File: config.mk
export PLATFORM = sky130hd
export DESIGN_NAME = json_string_unescaper
export DESIGN_NICKNAME = d
export VERILOG_FILES = /design/src/sv/jsu_pkg.sv /design/src/sv/json_string_unescaper.sv /design/src/sv/jsu_front.sv /design/src/sv/jsu_queue.sv /design/src/sv/jsu_back.sv
export SDC_FILE = /design/constraint.sdc
export NUM_CORES = 1
export LEC_CHECK = 0
export BUFFER_PORTS_ARGS = -buffer_cell sky130_fd_sc_hd__buf_2
export CAP_MARGIN = 40
export CORE_MARGIN = 2
export CORE_UTILIZATION = 45
export CTS_CLUSTER_DIAMETER = 80
export DETAILED_ROUTE_END_ITERATION = 6
export GPL_TIMING_DRIVEN = 0
export PLACE_DENSITY = 0.7
export SYNTH_ARGS = -nofsm -noshare
export SYNTH_HDL_FRONTEND = slang
export SYNTH_HIERARCHICAL = 1
export SYNTH_SLANG_ARGS = --single-unit
export TNS_END_PERCENT = 100
File: constraint.sdc
create_clock -name clk -period 6 [get_ports clk]
set_input_delay 1.2 -clock clk [delete_from_list [all_inputs] [get_ports clk]]
set_output_delay 1.2 -clock clk [all_outputs]
set_load 0.05 [all_outputs]
File: src/sv/jsu_pkg.sv
`timescale 1ns / 1ps
// Shared types and codes for the JSON string unescaper.
// No dependencies; used by every module of the block.
package jsu_pkg;

    // Result kinds
    localparam logic [1:0] KIND_BYTE  = 2'd0;
    localparam logic [1:0] KIND_CLOSE = 2'd1;
    localparam logic [1:0] KIND_ERROR = 2'd2;

    // Error codes
    localparam logic [3:0] ERR_NONE        = 4'd0;
    localparam logic [3:0] ERR_NO_QUOTE    = 4'd1;
    localparam logic [3:0] ERR_CONTROL     = 4'd2;
    localparam logic [3:0] ERR_BAD_ESCAPE  = 4'd3;
    localparam logic [3:0] ERR_BAD_HEX     = 4'd4;
    localparam logic [3:0] ERR_MISSING_LO  = 4'd5;
    localparam logic [3:0] ERR_LO_RANGE    = 4'd6;
    localparam logic [3:0] ERR_LONE_LO     = 4'd7;
    localparam logic [3:0] ERR_UNTERMINATED = 4'd8;

    // All results caused by one input byte
    typedef struct packed {
        logic [1:0]      last_idx;   // number of results minus one
        logic [3:0][7:0] bytes;      // result bytes, zero for close or error
        logic [1:0]      kind;
        logic [3:0]      err;
    } group_t;

    // Group plus its valid flag, as it moves between front, queue and back
    typedef struct packed {
        logic   valid;
        group_t grp;
    } group_req_t;

endpackage

File: src/sv/json_string_unescaper.sv
`timescale 1ns / 1ps
// Top level of the JSON string unescaper: front decoder, group queue and
// output serializer. Depends on jsu_pkg, jsu_front, jsu_queue, jsu_back.
//
//  channel  | direction | tdata                          | tuser     | tlast
//  ---------+-----------+--------------------------------+-----------+-----------
//  s_axis   | in        | [7:0] in_byte                  | [0] input_end | unused
//  m_axis   | out       | [7:0] out_byte, [11:8] error_code | [1:0] kind | last_of_run
//
// The front end takes one request per cycle and decodes it in that cycle;
// s_axis_tready drops only while the group queue is full.
// The back end sends one result per cycle while m_axis_tready allows it;
// a request expands to up to four results (four for a surrogate pair).
// Output register decouples m_axis_tready from the front end; reset clears
// the phase and empties the queue, no warm-up cycles needed.
module json_string_unescaper
#(
    parameter int QUEUE_DEPTH = 4
)
(
    input  logic        clk,
    input  logic        rst_n,
    input  logic        s_axis_tvalid,
    output logic        s_axis_tready,
    input  logic [7:0]  s_axis_tdata,   // [7:0] in_byte
    input  logic [0:0]  s_axis_tuser,   // [0] input_end
    output logic        m_axis_tvalid,
    input  logic        m_axis_tready,
    output logic [15:0] m_axis_tdata,   // [7:0] out_byte, [11:8] error_code
    output logic [1:0]  m_axis_tuser,   // [1:0] kind
    output logic        m_axis_tlast    // last_of_run
);

    jsu_pkg::group_req_t push;
    jsu_pkg::group_req_t head;
    logic                q_full;
    logic                pop;
    logic                accept;
    logic [7:0]          o_byte;
    logic [3:0]          o_err;

    assign s_axis_tready = !q_full;
    assign accept        = s_axis_tvalid && s_axis_tready;

    jsu_front u_front
    (
        .clk       (clk),
        .rst_n     (rst_n),
        .accept    (accept),
        .in_byte   (s_axis_tdata),
        .input_end (s_axis_tuser[0]),
        .push      (push)
    );

    jsu_queue #(.DEPTH(QUEUE_DEPTH)) u_queue
    (
        .clk   (clk),
        .rst_n (rst_n),
        .push  (push),
        .pop   (pop),
        .head  (head),
        .full  (q_full)
    );

    jsu_back u_back
    (
        .clk       (clk),
        .rst_n     (rst_n),
        .head      (head),
        .pop       (pop),
        .out_ready (m_axis_tready),
        .out_valid (m_axis_tvalid),
        .out_byte  (o_byte),
        .out_kind  (m_axis_tuser),
        .out_err   (o_err),
        .out_last  (m_axis_tlast)
    );

    assign m_axis_tdata = {4'd0, o_err, o_byte};

`ifndef SYNTHESIS
    // close and error always end the run of their request
    a_term_is_last: assert property (@(posedge clk) disable iff (!rst_n)
        m_axis_tvalid && m_axis_tuser != jsu_pkg::KIND_BYTE |-> m_axis_tlast)
        else $error("close or error result without tlast");

    // decoded bytes carry no error code, errors and closes carry no byte
    a_field_split: assert property (@(posedge clk) disable iff (!rst_n)
        m_axis_tvalid |-> (m_axis_tuser == jsu_pkg::KIND_BYTE) ?
            (m_axis_tdata[15:8] == 8'd0) : (m_axis_tdata[7:0] == 8'd0))
        else $error("result fields mixed up");

    a_kind_code: assert property (@(posedge clk) disable iff (!rst_n)
        m_axis_tvalid && m_axis_tuser == jsu_pkg::KIND_ERROR |->
            m_axis_tdata[11:8] != jsu_pkg::ERR_NONE)
        else $error("error result without an error code");

    // backpressure only comes from a full queue, which must hold a group
    a_stall_has_work: assert property (@(posedge clk) disable iff (!rst_n)
        !s_axis_tready |-> head.valid)
        else $error("input stalled with an empty queue");
`endif

endmodule

File: src/sv/jsu_front.sv
`timescale 1ns / 1ps
// Front end: accepts text bytes, tracks the string/escape phase and turns
// each byte into a group of zero to four results. Depends on jsu_pkg.
module jsu_front
(
    input  logic                clk,
    input  logic                rst_n,
    input  logic                accept,
    input  logic [7:0]          in_byte,
    input  logic                input_end,
    output jsu_pkg::group_req_t push
);

    localparam logic [2:0] PH_IDLE  = 3'd0;
    localparam logic [2:0] PH_STR   = 3'd1;
    localparam logic [2:0] PH_ESC   = 3'd2;
    localparam logic [2:0] PH_HEX   = 3'd3;
    localparam logic [2:0] PH_BSL   = 3'd4;
    localparam logic [2:0] PH_U     = 3'd5;
    localparam logic [2:0] PH_HEXLO = 3'd6;

    localparam logic [7:0] CH_QUOTE = 8'h22;
    localparam logic [7:0] CH_BSL   = 8'h5C;
    localparam logic [7:0] CH_SLASH = 8'h2F;
    localparam logic [7:0] CH_SPACE = 8'h20;
    localparam logic [7:0] CH_TAB   = 8'h09;
    localparam logic [7:0] CH_LF    = 8'h0A;
    localparam logic [7:0] CH_CR    = 8'h0D;
    localparam logic [7:0] CH_FF    = 8'h0C;
    localparam logic [7:0] CH_BS    = 8'h08;
    localparam logic [7:0] CH_B     = 8'h62;
    localparam logic [7:0] CH_F     = 8'h66;
    localparam logic [7:0] CH_N     = 8'h6E;
    localparam logic [7:0] CH_R     = 8'h72;
    localparam logic [7:0] CH_T     = 8'h74;
    localparam logic [7:0] CH_U     = 8'h75;

    logic [2:0]  phase_reg, phase_next;
    logic [15:0] accum_reg, accum_next;
    logic [9:0]  hs_reg, hs_next;
    logic [1:0]  cnt_reg, cnt_next;

    logic        dig_ok;
    logic [3:0]  dig_val;
    logic [15:0] acc_new;
    logic        fourth;
    logic        is_hi;
    logic        is_lo;
    logic [10:0] hs_plus;
    jsu_pkg::group_t grp;
    logic        has_res;

    function automatic jsu_pkg::group_t one_result(input logic [7:0] b,
                                                   input logic [1:0] k,
                                                   input logic [3:0] e);
        jsu_pkg::group_t g;
        g          = '0;
        g.bytes[0] = b;
        g.kind     = k;
        g.err      = e;
        return g;
    endfunction

    function automatic jsu_pkg::group_t utf8_group(input logic [20:0] cp);
        jsu_pkg::group_t g;
        g      = '0;
        g.kind = jsu_pkg::KIND_BYTE;
        if (cp <= 21'h7F)
        begin
            g.bytes[0] = cp[7:0];
        end
        else if (cp <= 21'h7FF)
        begin
            g.last_idx = 2'd1;
            g.bytes[0] = {3'b110, cp[10:6]};
            g.bytes[1] = {2'b10, cp[5:0]};
        end
        else if (cp <= 21'hFFFF)
        begin
            g.last_idx = 2'd2;
            g.bytes[0] = {4'b1110, cp[15:12]};
            g.bytes[1] = {2'b10, cp[11:6]};
            g.bytes[2] = {2'b10, cp[5:0]};
        end
        else
        begin
            g.last_idx = 2'd3;
            g.bytes[0] = {5'b11110, cp[20:18]};
            g.bytes[1] = {2'b10, cp[17:12]};
            g.bytes[2] = {2'b10, cp[11:6]};
            g.bytes[3] = {2'b10, cp[5:0]};
        end
        return g;
    endfunction

    always_comb
    begin
        dig_ok  = 1'b1;
        dig_val = 4'd0;
        if (in_byte >= 8'h30 && in_byte <= 8'h39)
            dig_val = in_byte[3:0];
        else if ((in_byte >= 8'h61 && in_byte <= 8'h66) ||
                 (in_byte >= 8'h41 && in_byte <= 8'h46))
            dig_val = in_byte[3:0] + 4'd9;
        else
            dig_ok = 1'b0;
    end

    assign acc_new = {accum_reg[11:0], dig_val};
    assign fourth  = (cnt_reg == 2'd3);
    assign is_hi   = (acc_new >= 16'hD800) && (acc_new <= 16'hDBFF);
    assign is_lo   = (acc_new >= 16'hDC00) && (acc_new <= 16'hDFFF);
    // plane offset of the pair: high bits plus 0x10000 >> 10
    assign hs_plus = {1'b0, hs_reg} + 11'd64;

    always_comb
    begin
        phase_next = phase_reg;
        accum_next = accum_reg;
        hs_next    = hs_reg;
        cnt_next   = cnt_reg;
        grp        = '0;
        has_res    = 1'b0;

        case (phase_reg)
            PH_STR:
            begin
                if (input_end)
                begin
                    grp = one_result(8'd0, jsu_pkg::KIND_ERROR, jsu_pkg::ERR_UNTERMINATED);
                    has_res = 1'b1;
                    phase_next = PH_IDLE;
                end
                else if (in_byte == CH_QUOTE)
                begin
                    grp = one_result(8'd0, jsu_pkg::KIND_CLOSE, jsu_pkg::ERR_NONE);
                    has_res = 1'b1;
                    phase_next = PH_IDLE;
                end
                else if (in_byte < CH_SPACE)
                begin
                    grp = one_result(8'd0, jsu_pkg::KIND_ERROR, jsu_pkg::ERR_CONTROL);
                    has_res = 1'b1;
                    phase_next = PH_IDLE;
                end
                else if (in_byte == CH_BSL)
                begin
                    phase_next = PH_ESC;
                end
                else
                begin
                    grp = one_result(in_byte, jsu_pkg::KIND_BYTE, jsu_pkg::ERR_NONE);
                    has_res = 1'b1;
                end
            end

            PH_ESC:
            begin
                has_res    = 1'b1;
                phase_next = PH_STR;
                if (input_end)
                begin
                    grp = one_result(8'd0, jsu_pkg::KIND_ERROR, jsu_pkg::ERR_UNTERMINATED);
                    phase_next = PH_IDLE;
                end
                else
                begin
                    case (in_byte)
                        CH_QUOTE: grp = one_result(CH_QUOTE, jsu_pkg::KIND_BYTE, jsu_pkg::ERR_NONE);
                        CH_BSL:   grp = one_result(CH_BSL, jsu_pkg::KIND_BYTE, jsu_pkg::ERR_NONE);
                        CH_SLASH: grp = one_result(CH_SLASH, jsu_pkg::KIND_BYTE, jsu_pkg::ERR_NONE);
                        CH_B:     grp = one_result(CH_BS, jsu_pkg::KIND_BYTE, jsu_pkg::ERR_NONE);
                        CH_F:     grp = one_result(CH_FF, jsu_pkg::KIND_BYTE, jsu_pkg::ERR_NONE);
                        CH_N:     grp = one_result(CH_LF, jsu_pkg::KIND_BYTE, jsu_pkg::ERR_NONE);
                        CH_R:     grp = one_result(CH_CR, jsu_pkg::KIND_BYTE, jsu_pkg::ERR_NONE);
                        CH_T:     grp = one_result(CH_TAB, jsu_pkg::KIND_BYTE, jsu_pkg::ERR_NONE);
                        CH_U:
                        begin
                            has_res    = 1'b0;
                            phase_next = PH_HEX;
                            accum_next = '0;
                            cnt_next   = '0;
                        end
                        default:
                        begin
                            grp = one_result(8'd0, jsu_pkg::KIND_ERROR,
                                             jsu_pkg::ERR_BAD_ESCAPE);
                            phase_next = PH_IDLE;
                        end
                    endcase
                end
            end

            PH_HEX, PH_HEXLO:
            begin
                if (input_end)
                begin
                    grp = one_result(8'd0, jsu_pkg::KIND_ERROR, jsu_pkg::ERR_UNTERMINATED);
                    has_res = 1'b1;
                    phase_next = PH_IDLE;
                end
                else if (!dig_ok)
                begin
                    grp = one_result(8'd0, jsu_pkg::KIND_ERROR, jsu_pkg::ERR_BAD_HEX);
                    has_res = 1'b1;
                    phase_next = PH_IDLE;
                end
                else
                begin
                    accum_next = acc_new;
                    cnt_next   = cnt_reg + 2'd1;
                    if (fourth)
                    begin
                        has_res = 1'b1;
                        if (phase_reg == PH_HEX)
                        begin
                            if (is_hi)
                            begin
                                // hold the high half and expect \u next
                                has_res    = 1'b0;
                                hs_next    = acc_new[9:0];
                                phase_next = PH_BSL;
                            end
                            else if (is_lo)
                            begin
                                grp = one_result(8'd0, jsu_pkg::KIND_ERROR,
                                                 jsu_pkg::ERR_LONE_LO);
                                phase_next = PH_IDLE;
                            end
                            else
                            begin
                                grp = utf8_group({5'd0, acc_new});
                                phase_next = PH_STR;
                            end
                        end
                        else if (!is_lo)
                        begin
                            grp = one_result(8'd0, jsu_pkg::KIND_ERROR,
                                             jsu_pkg::ERR_LO_RANGE);
                            phase_next = PH_IDLE;
                        end
                        else
                        begin
                            grp = utf8_group({hs_plus, acc_new[9:0]});
                            phase_next = PH_STR;
                        end
                    end
                end
            end

            PH_BSL:
            begin
                if (input_end || in_byte != CH_BSL)
                begin
                    grp = one_result(8'd0, jsu_pkg::KIND_ERROR, jsu_pkg::ERR_MISSING_LO);
                    has_res = 1'b1;
                    phase_next = PH_IDLE;
                end
                else
                begin
                    phase_next = PH_U;
                end
            end

            PH_U:
            begin
                if (input_end || in_byte != CH_U)
                begin
                    grp = one_result(8'd0, jsu_pkg::KIND_ERROR, jsu_pkg::ERR_MISSING_LO);
                    has_res = 1'b1;
                    phase_next = PH_IDLE;
                end
                else
                begin
                    phase_next = PH_HEXLO;
                    accum_next = '0;
                    cnt_next   = '0;
                end
            end

            default:
            begin
                // idle: skip whitespace, wait for the opening quote
                phase_next = PH_IDLE;
                if (!input_end && (in_byte == CH_SPACE || in_byte == CH_TAB ||
                                   in_byte == CH_LF || in_byte == CH_CR))
                begin
                    has_res = 1'b0;
                end
                else if (!input_end && in_byte == CH_QUOTE)
                begin
                    phase_next = PH_STR;
                end
                else
                begin
                    grp = one_result(8'd0, jsu_pkg::KIND_ERROR, jsu_pkg::ERR_NO_QUOTE);
                    has_res = 1'b1;
                end
            end
        endcase
    end

    assign push.valid = accept && has_res;
    assign push.grp   = grp;

    always_ff @(posedge clk or negedge rst_n)
    begin
        if (!rst_n)
        begin
            phase_reg <= PH_IDLE;
            accum_reg <= '0;
            hs_reg    <= '0;
            cnt_reg   <= '0;
        end
        else if (accept)
        begin
            phase_reg <= phase_next;
            accum_reg <= accum_next;
            hs_reg    <= hs_next;
            cnt_reg   <= cnt_next;
        end
    end

endmodule

File: src/sv/jsu_queue.sv
`timescale 1ns / 1ps
// Short FIFO of result groups between the front and back ends.
// Depends on jsu_pkg.
module jsu_queue
#(
    parameter int DEPTH = 4
)
(
    input  logic                clk,
    input  logic                rst_n,
    input  jsu_pkg::group_req_t push,
    input  logic                pop,
    output jsu_pkg::group_req_t head,
    output logic                full
);

    localparam int PTR_W = (DEPTH > 1) ? $clog2(DEPTH) : 1;
    localparam int CNT_W = $clog2(DEPTH + 1);
    localparam logic [PTR_W-1:0] LAST_PTR = PTR_W'(DEPTH - 1);
    localparam logic [CNT_W-1:0] FULL_CNT = CNT_W'(DEPTH);

    jsu_pkg::group_t        slot_reg [DEPTH];
    logic [PTR_W-1:0]       wr_ptr_reg, wr_ptr_next;
    logic [PTR_W-1:0]       rd_ptr_reg, rd_ptr_next;
    logic [CNT_W-1:0]       count_reg, count_next;
    logic                   do_push;
    logic                   do_pop;

    assign full       = (count_reg == FULL_CNT);
    assign head.valid = (count_reg != '0);
    assign head.grp   = slot_reg[rd_ptr_reg];

    assign do_push = push.valid && !full;
    assign do_pop  = pop && head.valid;

    always_comb
    begin
        wr_ptr_next = wr_ptr_reg;
        rd_ptr_next = rd_ptr_reg;
        if (do_push)
            wr_ptr_next = (wr_ptr_reg == LAST_PTR) ? '0 : wr_ptr_reg + 1'b1;
        if (do_pop)
            rd_ptr_next = (rd_ptr_reg == LAST_PTR) ? '0 : rd_ptr_reg + 1'b1;
        count_next = count_reg;
        if (do_push && !do_pop)
            count_next = count_reg + 1'b1;
        else if (do_pop && !do_push)
            count_next = count_reg - 1'b1;
    end

    always_ff @(posedge clk or negedge rst_n)
    begin
        if (!rst_n)
        begin
            wr_ptr_reg <= '0;
            rd_ptr_reg <= '0;
            count_reg  <= '0;
        end
        else
        begin
            wr_ptr_reg <= wr_ptr_next;
            rd_ptr_reg <= rd_ptr_next;
            count_reg  <= count_next;
        end
    end

    always_ff @(posedge clk)
    begin
        if (do_push)
            slot_reg[wr_ptr_reg] <= push.grp;
    end

endmodule

File: src/sv/jsu_back.sv
`timescale 1ns / 1ps
// Back end: walks the head group into the output register one result
// per cycle unless stalled; pops it after the last. Depends on jsu_pkg.
module jsu_back
(
    input  logic                clk,
    input  logic                rst_n,
    input  jsu_pkg::group_req_t head,
    output logic                pop,
    input  logic                out_ready,
    output logic                out_valid,
    output logic [7:0]          out_byte,
    output logic [1:0]          out_kind,
    output logic [3:0]          out_err,
    output logic                out_last
);

    logic [1:0] idx_reg, idx_next;
    logic       valid_reg, valid_next;
    logic [7:0] byte_reg;
    logic [1:0] kind_reg;
    logic [3:0] err_reg;
    logic       last_reg;
    logic       load;
    logic       at_last;

    assign load    = head.valid && (!valid_reg || out_ready);
    assign at_last = (idx_reg == head.grp.last_idx);
    assign pop     = load && at_last;

    always_comb
    begin
        idx_next   = idx_reg;
        valid_next = valid_reg;
        if (load)
        begin
            valid_next = 1'b1;
            idx_next   = at_last ? 2'd0 : idx_reg + 2'd1;
        end
        else if (out_ready)
        begin
            valid_next = 1'b0;
        end
    end

    always_ff @(posedge clk or negedge rst_n)
    begin
        if (!rst_n)
        begin
            idx_reg   <= '0;
            valid_reg <= 1'b0;
        end
        else
        begin
            idx_reg   <= idx_next;
            valid_reg <= valid_next;
        end
    end

    always_ff @(posedge clk)
    begin
        if (load)
        begin
            byte_reg <= head.grp.bytes[idx_reg];
            kind_reg <= head.grp.kind;
            err_reg  <= head.grp.err;
            last_reg <= at_last;
        end
    end

    assign out_valid = valid_reg;
    assign out_byte  = byte_reg;
    assign out_kind  = kind_reg;
    assign out_err   = err_reg;
    assign out_last  = last_reg;

endmodule
Word-level counts from Yosys, hierarchy flattened
Memory sizes are Yosys's and may differ from the RTL's.
Index checks and enable logic that the tools add are counted.
{"block": "totals", "reg_bits": 52, "mem_bits_rw": 160, "inputBits": 13, "output_inout_bits": 21, "word_cells": 201, "mem_count": 1}
{"name": "u_queue.slot_reg", "words": 4, "word_bits": 40, "read_ports": 1, "rd_clocked_by_memory_dff": 0, "wr": 1, "line_no": "jsu_queue.sv:22", "rtl": "jsu_pkg::group_t slot_reg [DEPTH];"}
{"block": "classes", "addsub": 8, "order_cmp": 17, "eq_ne": 33, "muxes": 92, "bitwise_logic": 1, "reduce_logical": 36}
{"op": "2-to-1 mux 40 bit", "n": 12}
{"op": "case mux 40 bit (5 select lines)", "n": 1}
{"op": "case mux 13 bit (9 select lines)", "n": 1}
{"op": "2-to-1 mux 12 bit", "n": 5}
{"op": "equality test 8 x 7 -> 1 bit, second input constant", "n": 7}
{"op": "2-to-1 mux 26 bit", "n": 2}
{"op": "2-to-1 mux 3 bit", "n": 15}
{"op": "2-to-1 mux 8 bit", "n": 5}
{"op": "case mux 12 bit (3 select lines)", "n": 1}
{"op": ">= comparator 16 bit, second input constant", "n": 2}
{"op": "<= comparator 16 bit, second input constant", "n": 2}
{"op": "2-to-1 mux 16 bit", "n": 2}
{"op": "2-to-1 mux 14 bit", "n": 2}
{"op": "2-to-1 mux 1 bit", "n": 25}
{"op": "equality test 8 x 4 -> 1 bit, second input constant", "n": 3}
{"op": "equality test 8 x 6 -> 1 bit, second input constant", "n": 3}
{"op": "2-to-1 mux 22 bit", "n": 1}
{"op": "<= comparator 21 x 11 -> 1 bit, second input constant", "n": 1}
{"op": "<= comparator 21 x 16 -> 1 bit, second input constant", "n": 1}
{"op": "<= comparator 21 x 7 -> 1 bit, second input constant", "n": 1}
{"op": "2-to-1 mux 2 bit", "n": 10}
{"op": "2-to-1 mux 6 bit", "n": 3}
{"op": "binary-select mux 8 bit (select 2 bit)", "n": 1}
{"op": ">= comparator 8 x 7 -> 1 bit, second input constant", "n": 2}
{"op": "other kinds (37)", "n": 79}

Depth between registers and ports, before layout
Gate-level depths: netlist (run 1).
{"block": "depth", "word_depth": 19, "ltp_mapped": 19, "ltp_nobuf": 17}

Cells and area by module
The synthesis (run 1) kept the hierarchy.
{"mod": "jsu_queue", "n_inst": 1, "cells_per_inst": 247, "area_per_inst_um2": 6283.5, "seq_area_each_um2": 4979.8}
{"mod": "jsu_front", "n_inst": 1, "cells_per_inst": 459, "area_per_inst_um2": 3298.2, "seq_area_each_um2": 675.6}
{"mod": "jsu_back", "n_inst": 1, "cells_per_inst": 43, "area_per_inst_um2": 819.5, "seq_area_each_um2": 525.5}
{"mod": "json_string_unescaper", "n_inst": 1, "cells_per_inst": 7, "area_per_inst_um2": 43.8, "seq_area_each_um2": 0.0}

Worst setup path after synthesis (run 1)
OpenSTA, ideal clock, no wires.
{"block": "synth_path", "path_kind": "input to register", "startpoint": "in s_axis_tdata[0]", "endpoint": "mem u_queue/slot_reg[3][0] (netlist bit) (enable)", "setup_ps": 401, "t_arrival_ps": 4495, "t_required_ps": 5599, "setup_slack_ps": 1103, "cell_stages": 13, "path_buffers": 2, "cell_sequence": "inv_1 -> ha_1 -> or3b_1 -> and3_1 -> clkbuf_1 -> nor2_1 -> a22o_1 -> a21oi_1 -> a221o_1 -> o22ai_1 -> nor2b_1 -> buf_6 -> and2_1"}
{"element": "start: declaration", "line_no": "json_string_unescaper.sv:25", "rtl": "input logic [7:0] s_axis_tdata,"}
{"element": "end: declaration", "line_no": "jsu_queue.sv:22"}

==> results of run 1 <==
-- kinds of logic after synthesis --
group | share of synthesized area (%)
AO/OA/AOI/OAI | 9.04
XOR/XNOR | 0.587
adder cells (fa/ha/maj) | 1.75
buffers and inverters | 4.00
flip-flops | 59.2
multiplexers | 13.8
other | 0.0719
AND/OR/NAND/NOR | 11.6
-- power by group through the flow --
stage	Sequential, uW	Clock, uW	Combinational [uW]
final	2020	1370	1470
after global routing	2040	1460	1570
after CTS	2020	1400	1490
after detailed placement	2050	0	1470
after global placement	2050	0	1400
after floorplan	2220	0	915
-- through the flow --
step	utilization, %	TNS, ps	cells	setup slack, ps
after floorplan	-	0	761	1100
after global placement	48.3	-76050	1074	-493
after detailed placement	48.8	0	1080	370
after CTS	52.1	0	1121	903
after global routing	52.1	0	1121	602
final	52.1	0	1121	921
-- cell type report --
type / instances / area share (%)
Sequential cell: 212 / 52.3
Multi-Input combinational cell: 477 / 32.7
Clock buffer: 30 / 5.43
Tap cell: 285 / 3.01
Buffer: 52 / 2.90
Timing Repair Buffer: 34 / 2.22
Clock inverter: 11 / 0.836
Inverter: 20 / 0.635
-- worst register-to-register path: stages, from the launching register on --
cell and delay, ps:
dfrtp_1 320, clkbuf_1 460, nand4_1 210, nor4_1 540, nand4_4 190, mux2i_1 480
a21oi_1 180, o311ai_0 860
-- worst min path at each step --
stage          cells after the start                  from  slack, ps                   end
3_5_place_dp                       1  u_queue/count_reg[2]        480  u_queue/count_reg[2]
4_1_cts                            1  u_queue/count_reg[2]        490  u_queue/count_reg[2]
3_3_place_gp                       1  u_queue/count_reg[2]        480  u_queue/count_reg[2]
6_report                           1  u_queue/count_reg[2]        500  u_queue/count_reg[2]
2_1_floorplan                      2    u_front/cnt_reg[1]        450    u_front/cnt_reg[1]
5_1_grt                            1  u_queue/count_reg[2]        510  u_queue/count_reg[2]
-- cells in the mapped netlist (3+ instances only) --
library cell	n	area share [%]
inv_1	20	0.72
mux4_1	3	0.75
and2_1	12	0.72
or4_1	3	0.22
nand2_1	62	2.2
mux2i_1	7	0.67
a21o_1	3	0.22
o221ai_1	3	0.25
nor2b_1	7	0.42
a22oi_1	8	0.58
clkbuf_1	21	0.75
a221oi_1	6	0.50
o21ai_1	6	0.29
nor4_1	6	0.36
dfrtp_1	37	8.9
or3_1	6	0.36
nor2_1	55	2.0
o211ai_1	5	0.36
buf_4	10	0.72
mux4_2	45	9.7
ha_1	13	1.6
xor2_1	5	0.42
o21ai_0	29	1.4
or2_2	3	0.18
a32oi_1	4	0.34
a211oi_1	3	0.22
o31ai_1	5	0.36
mux2_2	18	1.9
buf_12	4	0.77
nand4_1	4	0.24
o2111ai_1	3	0.25
a31oi_1	6	0.36
nand2b_1	14	0.84
nor3_1	13	0.62
mux2_4	4	0.58
buf_2	10	0.48
and3_1	7	0.42
edfxtp_1	175	50
buf_6	4	0.43
a21oi_1	25	1.2
nand3_1	18	0.86
a22o_1	3	0.25
o22ai_1	7	0.42
-- cell usage in the layout, fill, tap and decap left out, types with 20 or more instances in the layout --
cell,netlist,routed
clkbuf_16,0,23
edfxtp_1,175,175
buf_2,10,38
inv_1,20,20
nor2_1,55,55
nand2_1,62,62
clkbuf_1,21,24
o21ai_0,29,29
mux4_2,45,45
dfrtp_1,37,37
a21oi_1,25,25
-- layer usage --
layer	share of wire [%]	vias to the layer above	GRT usage [%]
met1	43	3400	30.0
met3	6.6	65	3.18
met4	2.8	0	5.55
li1	-	3065	-
met2	48	281	34.1
met5	0	-	0
==> summary.md, run 1 <==
The share of total power dissipated in sequential elements is 41.6%. Input and output buffers added on the ports amount to 28. Summed over all layers, the global routing overflow is 0. The post-route netlist has 22.4% of its cells at a drive strength greater than 1.

The CTS H-tree depth came out at 1. For the post-CTS resize count, the log shows 0. The min-delay analysis places its worst path in the category flop to flop. Traced cell by cell, the critical path runs through buf_2, inv_1, ha_1, or3b_1, and3_1, clkbuf_1, nor2_1, a22o_1, a21oi_1, a221o_1, o22ai_1, nor2b_1, buf_6, and2_2, buf_16. Between clock sinks in the finished design, the worst skew comes to 15.9 ps.

The count of unique library cells instantiated by Yosys came out at 85. Based on the critical path, the design can be clocked at up to 197 MHz. At the pin with the least slew margin, the transition time is 1020 ps. The checks that failed: design-rule violations. The start-to-end type of the worst setup path was input pin to flop. In this run the worst path has a maximum fanout of 21. The overall die area was 24400 sq um. The top flip-flop cell by instance count after synthesis was edfxtp_1. After synthesis, the mean cell area works out to 13.8 sq um. The antenna diode instance count came out at 0. Summing all placed instances gives a cell area of 11100 sq um.

For this configuration, the core starts out at a cell density of 46.0%. The logs give 21.0% for the overall fraction of global-route tracks in use and 0 for the max-slew violation count. The run gives 4860 uW as the final total power.

The sequential cells in the finished layout cover a total of 6180 sq um. The clock period minus worst slack is 5080 ps, and the number of flip-flops under the largest register name is 160. The power per cell area works out to 411 nW/um^2. The share of total power dissipated in the clock network is 28.3%. The first global-routing pass estimated 39000 um of wire. The congestion estimate from routability-driven global placement came to 0.973. In this run the power spent charging and discharging nets is 1480 uW. X dimension of the die: 156 um. The pin count of the biggest net entering global routing is 32, and the insertion delay of the later-clocked pin in the worst-skew pair is 530 ps. The worst-case IR drop observed on VDD is 0.000233 V.

Counting every sink on the clock net gives 212. The wire-length estimate of the detail-placed layout is 16900 um. The run gives 0.00423 uW as the leakage component of the power. For this run, asynchronously set or reset flops after synthesis account for 17.5%. The critical path runs through a total of 15 cells. The tools report the kind of end point of the critical path as a flop. Internal power comes to 3380 uW. The relative contribution of combinational cells to total power came out at 30.2%. Cell family contributing the most delay on the critical path: simple AND/OR/NAND/NOR gates. The startpoint identified for the worst register-to-register timing path is u_front/accum_reg[4]. The number of buffer and inverter stages on the critical path works out to 5. The number of vias after detailed routing was 6811; the area growth from synthesis to final layout was 13.2%.

Boundary pin count: 34. The critical path ends at u_queue/slot_reg[2][26]. Clock-pin slew was measured on the worst setup and hold paths at 60 ps. After floorplanning, the core was divided into 55 placement rows. The total wirelength of the detailed-routed design is 25000 um. The tools report the launching element of the worst setup path as s_axis_tdata[0].

The count of endpoints failing setup in the final report came out at 0. The initial antenna violation count came out at 0. Area of the core: 22700 sq um.

Cell count after synthesis: 756. The via count of the first global-routing pass came out at 6688. TritonCTS built the clock tree.

In this run switching power makes up 30.5% of total power. For the total non-filler cell area in the finished layout, the log shows 11800 sq um. Data arrives at the worst endpoint at 5300 ps. The count of cells along the worst register-to-register path was 7. The final layout contains 847 nets. Buffers inserted to repair hold after CTS numbered 0.

Setup repair after global routing left no endpoint under its margin. The slowest stage of the critical path belongs to the cell nor2_1. Number of hold violations in the final report: 0.

In this run the critical register-to-register path is captured at u_queue/slot_reg[2][9]. The multi-input combinational cells in the finished layout cover a total of 3870 sq um. The type of element launching the critical path was an input pin.

The clock passes through at most 3 buffers. Yosys printed 6 warnings. The number of clock buffers inserted by TritonCTS is 23, and the max-capacitance violation count is 0. The tools report the CTS root buffer as clkbuf_16.

The area of the mapped netlist is 10400 sq um. The number of buffers inserted to repair setup after CTS is 0, and the delay of the slowest cell on the worst path is 610 ps. After the first detailed-routing iteration, the DRC count stood at 737. In the routed design, unresolved DRC markers number 18. The number of nets with antenna violations after detailed routing was 0; the average detailed-routed wire length per instance was 22.3 um. The tools report the flop-to-flop setup slack as 2410 ps.

The first TritonRoute pass finished after 7 iterations. The filler cells instantiated in the layout total 1917. Across all hold checks on the routed design, the worst slack comes to 497 ps. The worst path uses 84.7% of the clock period.

The die is 156 um tall. Using the TritonRoute via totals, the vias-per-cell ratio works out to 6.08. The tools report the endpoint required time on the critical path as 6220 ps. Summing the sequential cell areas from Yosys gives 59.2% of the chip area. The worst-case headroom to the max-slew limit was 31.2%; the synthesis-stage register bit count was 212. The run finished, with violations left. The synthesized design contains 175 enable-type register cells.
Note: power is estimated with default switching activity, not from simulation.
==> run 2, diff against run 1 <==
Settings changed: PLACE_DENSITY 0.7 to 0.72.
Clock period 6 ns to 4.65 ns, I/O delays scaled along.
==> run 2 against run 1 <==
The run now ends clean. Non-clock buffer count unchanged. Wire length down 3.0%. Sequential share of layout area up 0.26 points. Flip-flop and latch count unchanged. Cell area down 0.49%. First-iteration DRC count down 15%. Combinational power up 29%. Power up 26%. Utilization down 0.25 points. Die area unchanged.
==> summary.md, run 2 (synthesized netlist as in run 1, its figures left out) <==
The run finished with clean final reports. The tools report the kind of end point of the critical path as a flop. Global routing finished with a remaining overflow of 0.

The cell family contributing the most delay on the critical path was simple AND/OR/NAND/NOR gates. Setup repair after global routing left no endpoint under its margin. After clock tree synthesis, the flow added hold-fix buffers numbering 0. The setup check on the worst reg-to-reg path leaves a slack of 1150 ps. The routed layout has 6807 vias. The height of the chip is 156 um, and the count of TritonRoute iterations in the first routing pass is 5. Routability-driven placement finished with a final weighted congestion of 1.00. Subtracting the final worst setup slack from the clock period gives 4370 ps.

Dividing total power by cell area gives a power density of 520 nW/um^2. The number of flip-flops under the largest register name was 160; the maximum achievable frequency was 229 MHz. The type of element launching the critical path is an input pin. The final cycle utilization of the critical path is 94.0%. The first routing iteration left 629 violations. The worst hold-check slack is 318 ps. The run gives 16900 um as the detailed placer's ending HPWL. The run gives 0 as the antenna diode instance count. Via count of the first global-routing pass: 6462. The CTS H-tree depth was 1. The clock-pin slew on the worst setup and hold paths is 60 ps.

The tightest min-delay check is of the input pin to async pin type. The logs give 31.7% for the global routing met2 resource utilization and 0 for the initial antenna violation count. The fraction of met3 tracks used by global routing is 3.10%, and the endpoint required time on the critical path is 4860 ps. The library cells used most frequently in the layout, excluding fill and tap cells, are 175 x edfxtp_1, 62 x nand2_1, 54 x nor2_1. The tree is rooted in a clkbuf_16. No sink is reached through more buffers than the 3 on the longest clock path. Cells with a size suffix above 1 make up 21.8% of the layout. The run gives 22700 sq um as the area of the core.

The area growth from synthesis to final layout came out at 12.7%. In this run the horizontal extent of the chip is 156 um. The leakage component of the power is 0.00419 uW, and the maximum fanout along the worst path is 21. For this run, design rule violations remaining after detail routing come to 0. The tools report the max-capacitance violation count as 0. The initial utilization of the core area, before any placement, comes to 46.0%.

Leaving out fill and tap cells, the most frequent cell in the layout is edfxtp_1. The critical path in this run is classified as input pin to flop. In this run the tightest slew margin relative to its limit is 36.1%.

The maximum ir drop on the vdd rail is 0.000345 V. Number of clock buffers inserted by TritonCTS: 22. The post-CTS resize count is 1, and the global-route wire length before repair is 37400 um.

For the site row count, the log shows 55. The net count of the finished layout is 846. For the pin with the worst max-slew slack, the measured transition is 932 ps. The logs give 34 for the boundary pin count and 212 for the number of sinks on the clock net.

Total power for the finished layout comes to 6130 uW. The max-slew violation count is 0. For the worst-skew pair, the clock arrives at the later sink with an insertion delay of 510 ps. For the pin count of the biggest net entering global routing, the log shows 28.

After detailed routing, the total wire length is 24200 um. The number of hold violations in the final report is 0, and the largest clock skew in the final design is 11.4 ps. Using the TritonRoute via totals, the vias-per-cell ratio works out to 6.08. The total of buffers placed on input and output ports works out to 28.

The run gives 4580 ps as the arrival time of data at the critical path endpoint. The slowest stage of the critical path is the and2_2 cell. Setup violations remaining at the end of the flow were counted as 0. In the global route stage, overall resource usage came out at 20.1%. The detail route stage leaves a number of antenna-violating nets equal to 0.

Counting both buffers and inverters, the worst setup path holds a total of 5. TritonCTS built the clock tree. In this run the most used layer during global routing was met2. The average detailed-routed wire length per instance was 21.7 um.

The critical path goes through buf_2, inv_1, ha_1, or3b_1, and3_1, clkbuf_1, nor2_4, a22o_1, a21oi_1, a221o_1, o22ai_2, nor2b_1, buf_6, and2_2, buf_16. Summing all non-filler instances in the final layout gives an area of 11800 sq um. The met1 track utilization from global routing was 28.9%; the placed standard-cell area was 11100 sq um. The number of buffers inserted to repair setup after CTS is 0, and the overall die area is 24400 sq um. The delay of the slowest cell on the worst path was 530 ps.
==> run 2: cell types whose count changed in the layout (fill, tap and decap cells not counted), moves of 2 or more <==
cell,delta
clkbuf_1,+3
clkinv_1,+2
clkinv_2,-4
clkbuf_8,-4
==> run 2: worst paths after layout <==
check | depth (start not counted) | from | to
max | 15 | s_axis_tdata[0] | u_queue/slot_reg[2][27]
min | 1 | rst_n | u_queue/wr_ptr_reg[1]
max reg2reg | 12 | u_front/phase_reg[2] | u_queue/slot_reg[2][27]
min reg2reg | 1 | u_queue/count_reg[2] | u_queue/count_reg[2]
max in group asynchronous | 2 | rst_n | u_front/phase_reg[2]
min in group clk | 1 | u_queue/count_reg[2] | u_queue/count_reg[2]
==> run 2: report_power, final <==
group | internal (uW) | switching [uW]
clock network | 933 | 700
registers | 2500 | 104
logic | 832 | 1060
total | 4260 | 1860
==> run 2: layout make-up <==
class / count / area [sq um]
plain buffers: 52 / 343
clock buffers: 28 / 573
clock inverters: 11 / 96.3
fillers: 1909 / 10900
inverters: 20 / 75.1
multi-input cells: 477 / 3880
flip-flops and latches: 212 / 6180
well taps: 285 / 357
repair buffers: 34 / 263
==> run 2: layer usage <==
metal  vias up  part of all wire (%)
met5         -                     0
met4         0                   3.2
met3        57                   6.2
met2       247                    47
met1      3444                    44
li1       3059                     -
==> run 2: worst register-to-register path, cell delays in order, from the launching register on <==
cell and delay [ps]:
dfrtp_1 320, clkbuf_1 350, inv_1 150, nand3_1 270, nor4_1 150, o21ai_0 160, o21ai_0 100, a221o_1 350
o22ai_2 220, nor2b_1 200, buf_6 140, and2_2 530, buf_16 240
==> run 2: through the flow <==
| stage | TNS [ps] | setup slack (ps) | cells | utilization [%] |
|---|---|---|---|---|
| 3_5_place_dp | -91520 | -687 | 1080 | 48.8 |
| 3_3_place_gp | -253630 | -1610 | 1074 | 48.3 |
| 6_report | 0 | 279 | 1119 | 51.8 |
| 2_1_floorplan | 0 | 23.4 | 761 | - |
| 5_1_grt | 0 | 83.2 | 1119 | 51.8 |
| 4_1_cts | 0 | 45.2 | 1119 | 51.8 |
==> run 3, diff against run 2 <==
Settings changed: CORE_UTILIZATION 45 to 40, PLACE_DENSITY 0.72 to 0.66.
==> run 3 against run 2 <==
Clock skew shrank 0.52 ps. Cell count grew 4.8%. Via count is 1.7% lower. Combinational power about the same. Global-route usage decreased by 1.4 points. Register-to-register slack lost 70 ps. Sequential share of layout area decreased by 0.61 points. Critical path depth did not move. Largest cell class unchanged. Maximum frequency increased by 0.42%. First-iteration DRC count up 17%. Highest routed layer unchanged.
==> summary.md, run 3 (synthesized netlist as in run 1, its figures left out) <==
The die covers 27400 sq um. The max-slew violation count came out at 0. Based on the critical path, the design can be clocked at up to 230 MHz. The detailed placer's ending HPWL was 17300 um; the largest clock skew in the final design was 10.9 ps. The clock period minus worst slack works out to 4350 ps. After clock tree synthesis, the clock-pin slew on the worst setup and hold paths is 60 ps. Maximum ir drop on the vdd rail: 0.000364 V. The ratio of cells with drive above 1 in the final layout came out at 22.9%. TritonCTS built the clock tree.

Maximum fanout along the worst path: 22. The cell type of the slowest stage on the worst timing path was and2_2. The number of clock buffers inserted by TritonCTS came out at 23. Setup repair after global routing left no endpoint under its margin.

For the final routed database, the setup TNS stands at 0 ps. Most common cell after layout, fill and taps aside: edfxtp_1. The flow ran to the end, and the final reports show no timing, DRC or antenna violations. Entering global routing, the biggest net connects 29 pins. The via density per instance is 5.70, and the transition time at the pin with the least slew margin is 785 ps.

The CTS root buffer was clkbuf_16. The run gives 334 ps as the worst hold-check slack. The average detailed-routed wire length per instance is 21.1 um.

The count of unresolved DRC violations after routing came out at 0. The starting utilization of the core area came out at 40.4%. The tools report the arrival time of data at the critical path endpoint as 4590 ps. By startpoint and endpoint, the worst setup path is classified as input pin to flop. The pre-antenna-repair detailed-routing pass consisted of 5 iterations. The antenna diode instance count is 0.

In this run the tightest slew margin relative to its limit is 46.2%. The tools report the type of element launching the critical path as an input pin. The area growth from synthesis to layout is 14.0%.

The tools report the kind of end point of the critical path as a flop. The number of hold buffers added after CTS was 0. Input and output buffers added on the ports amount to 28.

Type of the tightest min-delay check: input pin to async pin. The tools report the via count of the first global-routing pass as 6577. In this run the vertical extent of the chip is 166 um.

Across every metal layer, demand over resource in global routing totals 18.7%. In the layout the commonest cells are 175 x edfxtp_1, 62 x nand2_1, 54 x nor2_1. Summing over every cut layer, the via total after detailed routing is 6689. The logs give 0 for the number of hold violations in the final report and 34 for the boundary pin count. The clock reaches the later pin of the worst-skew pair after 530 ps. Walking the worst path, the cells encountered are buf_2, inv_1, ha_1, or3b_1, and3_1, clkbuf_1, nor2_4, a22o_1, a21oi_1, a221o_1, o22ai_2, nor2b_1, buf_6, and2_2, buf_16.

The run gives 734 as the number of DRC violations after detailed-routing iteration 0. For this run, the slowest stage of the critical path takes 570 ps. The tool flagged a number of max-cap violations equal to 0. Wires add up to 24700 um. The logs give 25800 sq um for the area of the core and 848 for the final-stage net count. The tools report the site row count as 59. The detail route stage leaves a number of antenna-violating nets equal to 0. For the placer congestion estimate, the log shows 0.959. For this design the ratio of total power to cell area is 527 nW/um^2. Counting along the longest clock path gives a buffer depth of 3. The initial antenna violation count is 0.

The global-route wire length before repair came out at 38500 um. The run gives 1 as the CTS H-tree depth. The logs give 0 for the total congestion overflow after global routing and 212 for the number of sinks on the clock net. The leakage component of the power was 0.00425 uW. The number of flip-flops under the largest register name is 160, and the count of endpoints failing setup in the final report is 0.

The die is 166 um wide. The endpoint required time on the critical path is 4880 ps, and the final cycle utilization of the critical path is 93.6%.
run 3: routing by layer:
| metal | global-route usage (%) | wire [um] | vias up |
|---|---|---|---|
| li1 | - | - | 3057 |
| met1 | 26.3 | 11000 | 3350 |
| met2 | 29.9 | 11700 | 227 |
| met3 | 3.17 | 1420 | 55 |
| met4 | 5.72 | 595 | 0 |
| met5 | 0 | 0 | - |
run 3: worst max-delay path, delay by kind of cell:
kind | cells | cell delay (ps)
AO/OA/AOI/OAI | 4 | 800
buffers and inverters | 5 | 850
AND/OR/NAND/NOR | 5 | 1660
adder cells (fa/ha/maj) | 1 | 300
run 3: where the power goes:
group,internal [uW],leakage [uW],total [uW],switching (uW)
Combinational,830,0.00174,1890,1060
Clock,1030,0.000375,1790,756
Sequential,2500,0.00214,2600,104
Total,4360,0.00425,6280,1920
run 3: layout make-up:
type | instances | area (sq um)
clock inverter | 17 | 159
tap | 335 | 419
inverter | 20 | 75.1
fill | 2284 | 13900
timing repair buffer | 35 | 267
multi-input combinational | 477 | 3880
clock buffer | 25 | 583
buffer | 52 | 343
sequential | 212 | 6180
run 3: timing repair:
action	in CTS	in global routing
resized for setup	1	2
setup endpoints to repair	122	122
buffers inserted	0	0
run 3: worst paths after layout:
| check | startpoint | endpoint | slack (ps) | cells after the start |
|---|---|---|---|---|
| worst max-delay path | s_axis_tdata[0] | u_queue/slot_reg[3][3] | 300 | 15 |
| worst min-delay path | rst_n | u_queue/count_reg[0] | 330 | 1 |
| worst max register to register | u_front/phase_reg[2] | u_queue/slot_reg[3][18] | 1080 | 7 |
| worst min register to register | u_queue/count_reg[2] | u_queue/count_reg[2] | 490 | 1 |
| max in group asynchronous | rst_n | u_front/phase_reg[2] | 3840 | 2 |
| min in group clk | u_queue/count_reg[2] | u_queue/count_reg[2] | 490 | 1 |
run 3: through the flow:
step	power, uW	area (sq um)	util [%]	cells	setup WS, ps
after global routing	6570	11900	46.1	1173	31.7
after CTS	6350	11900	46.1	1173	6.90
after floorplan	4040	10500	-	761	23.4
after global placement	4480	11000	42.7	1124	-1680
final	6280	11900	46.1	1173	298
after detailed placement	4560	11200	43.2	1131	-733
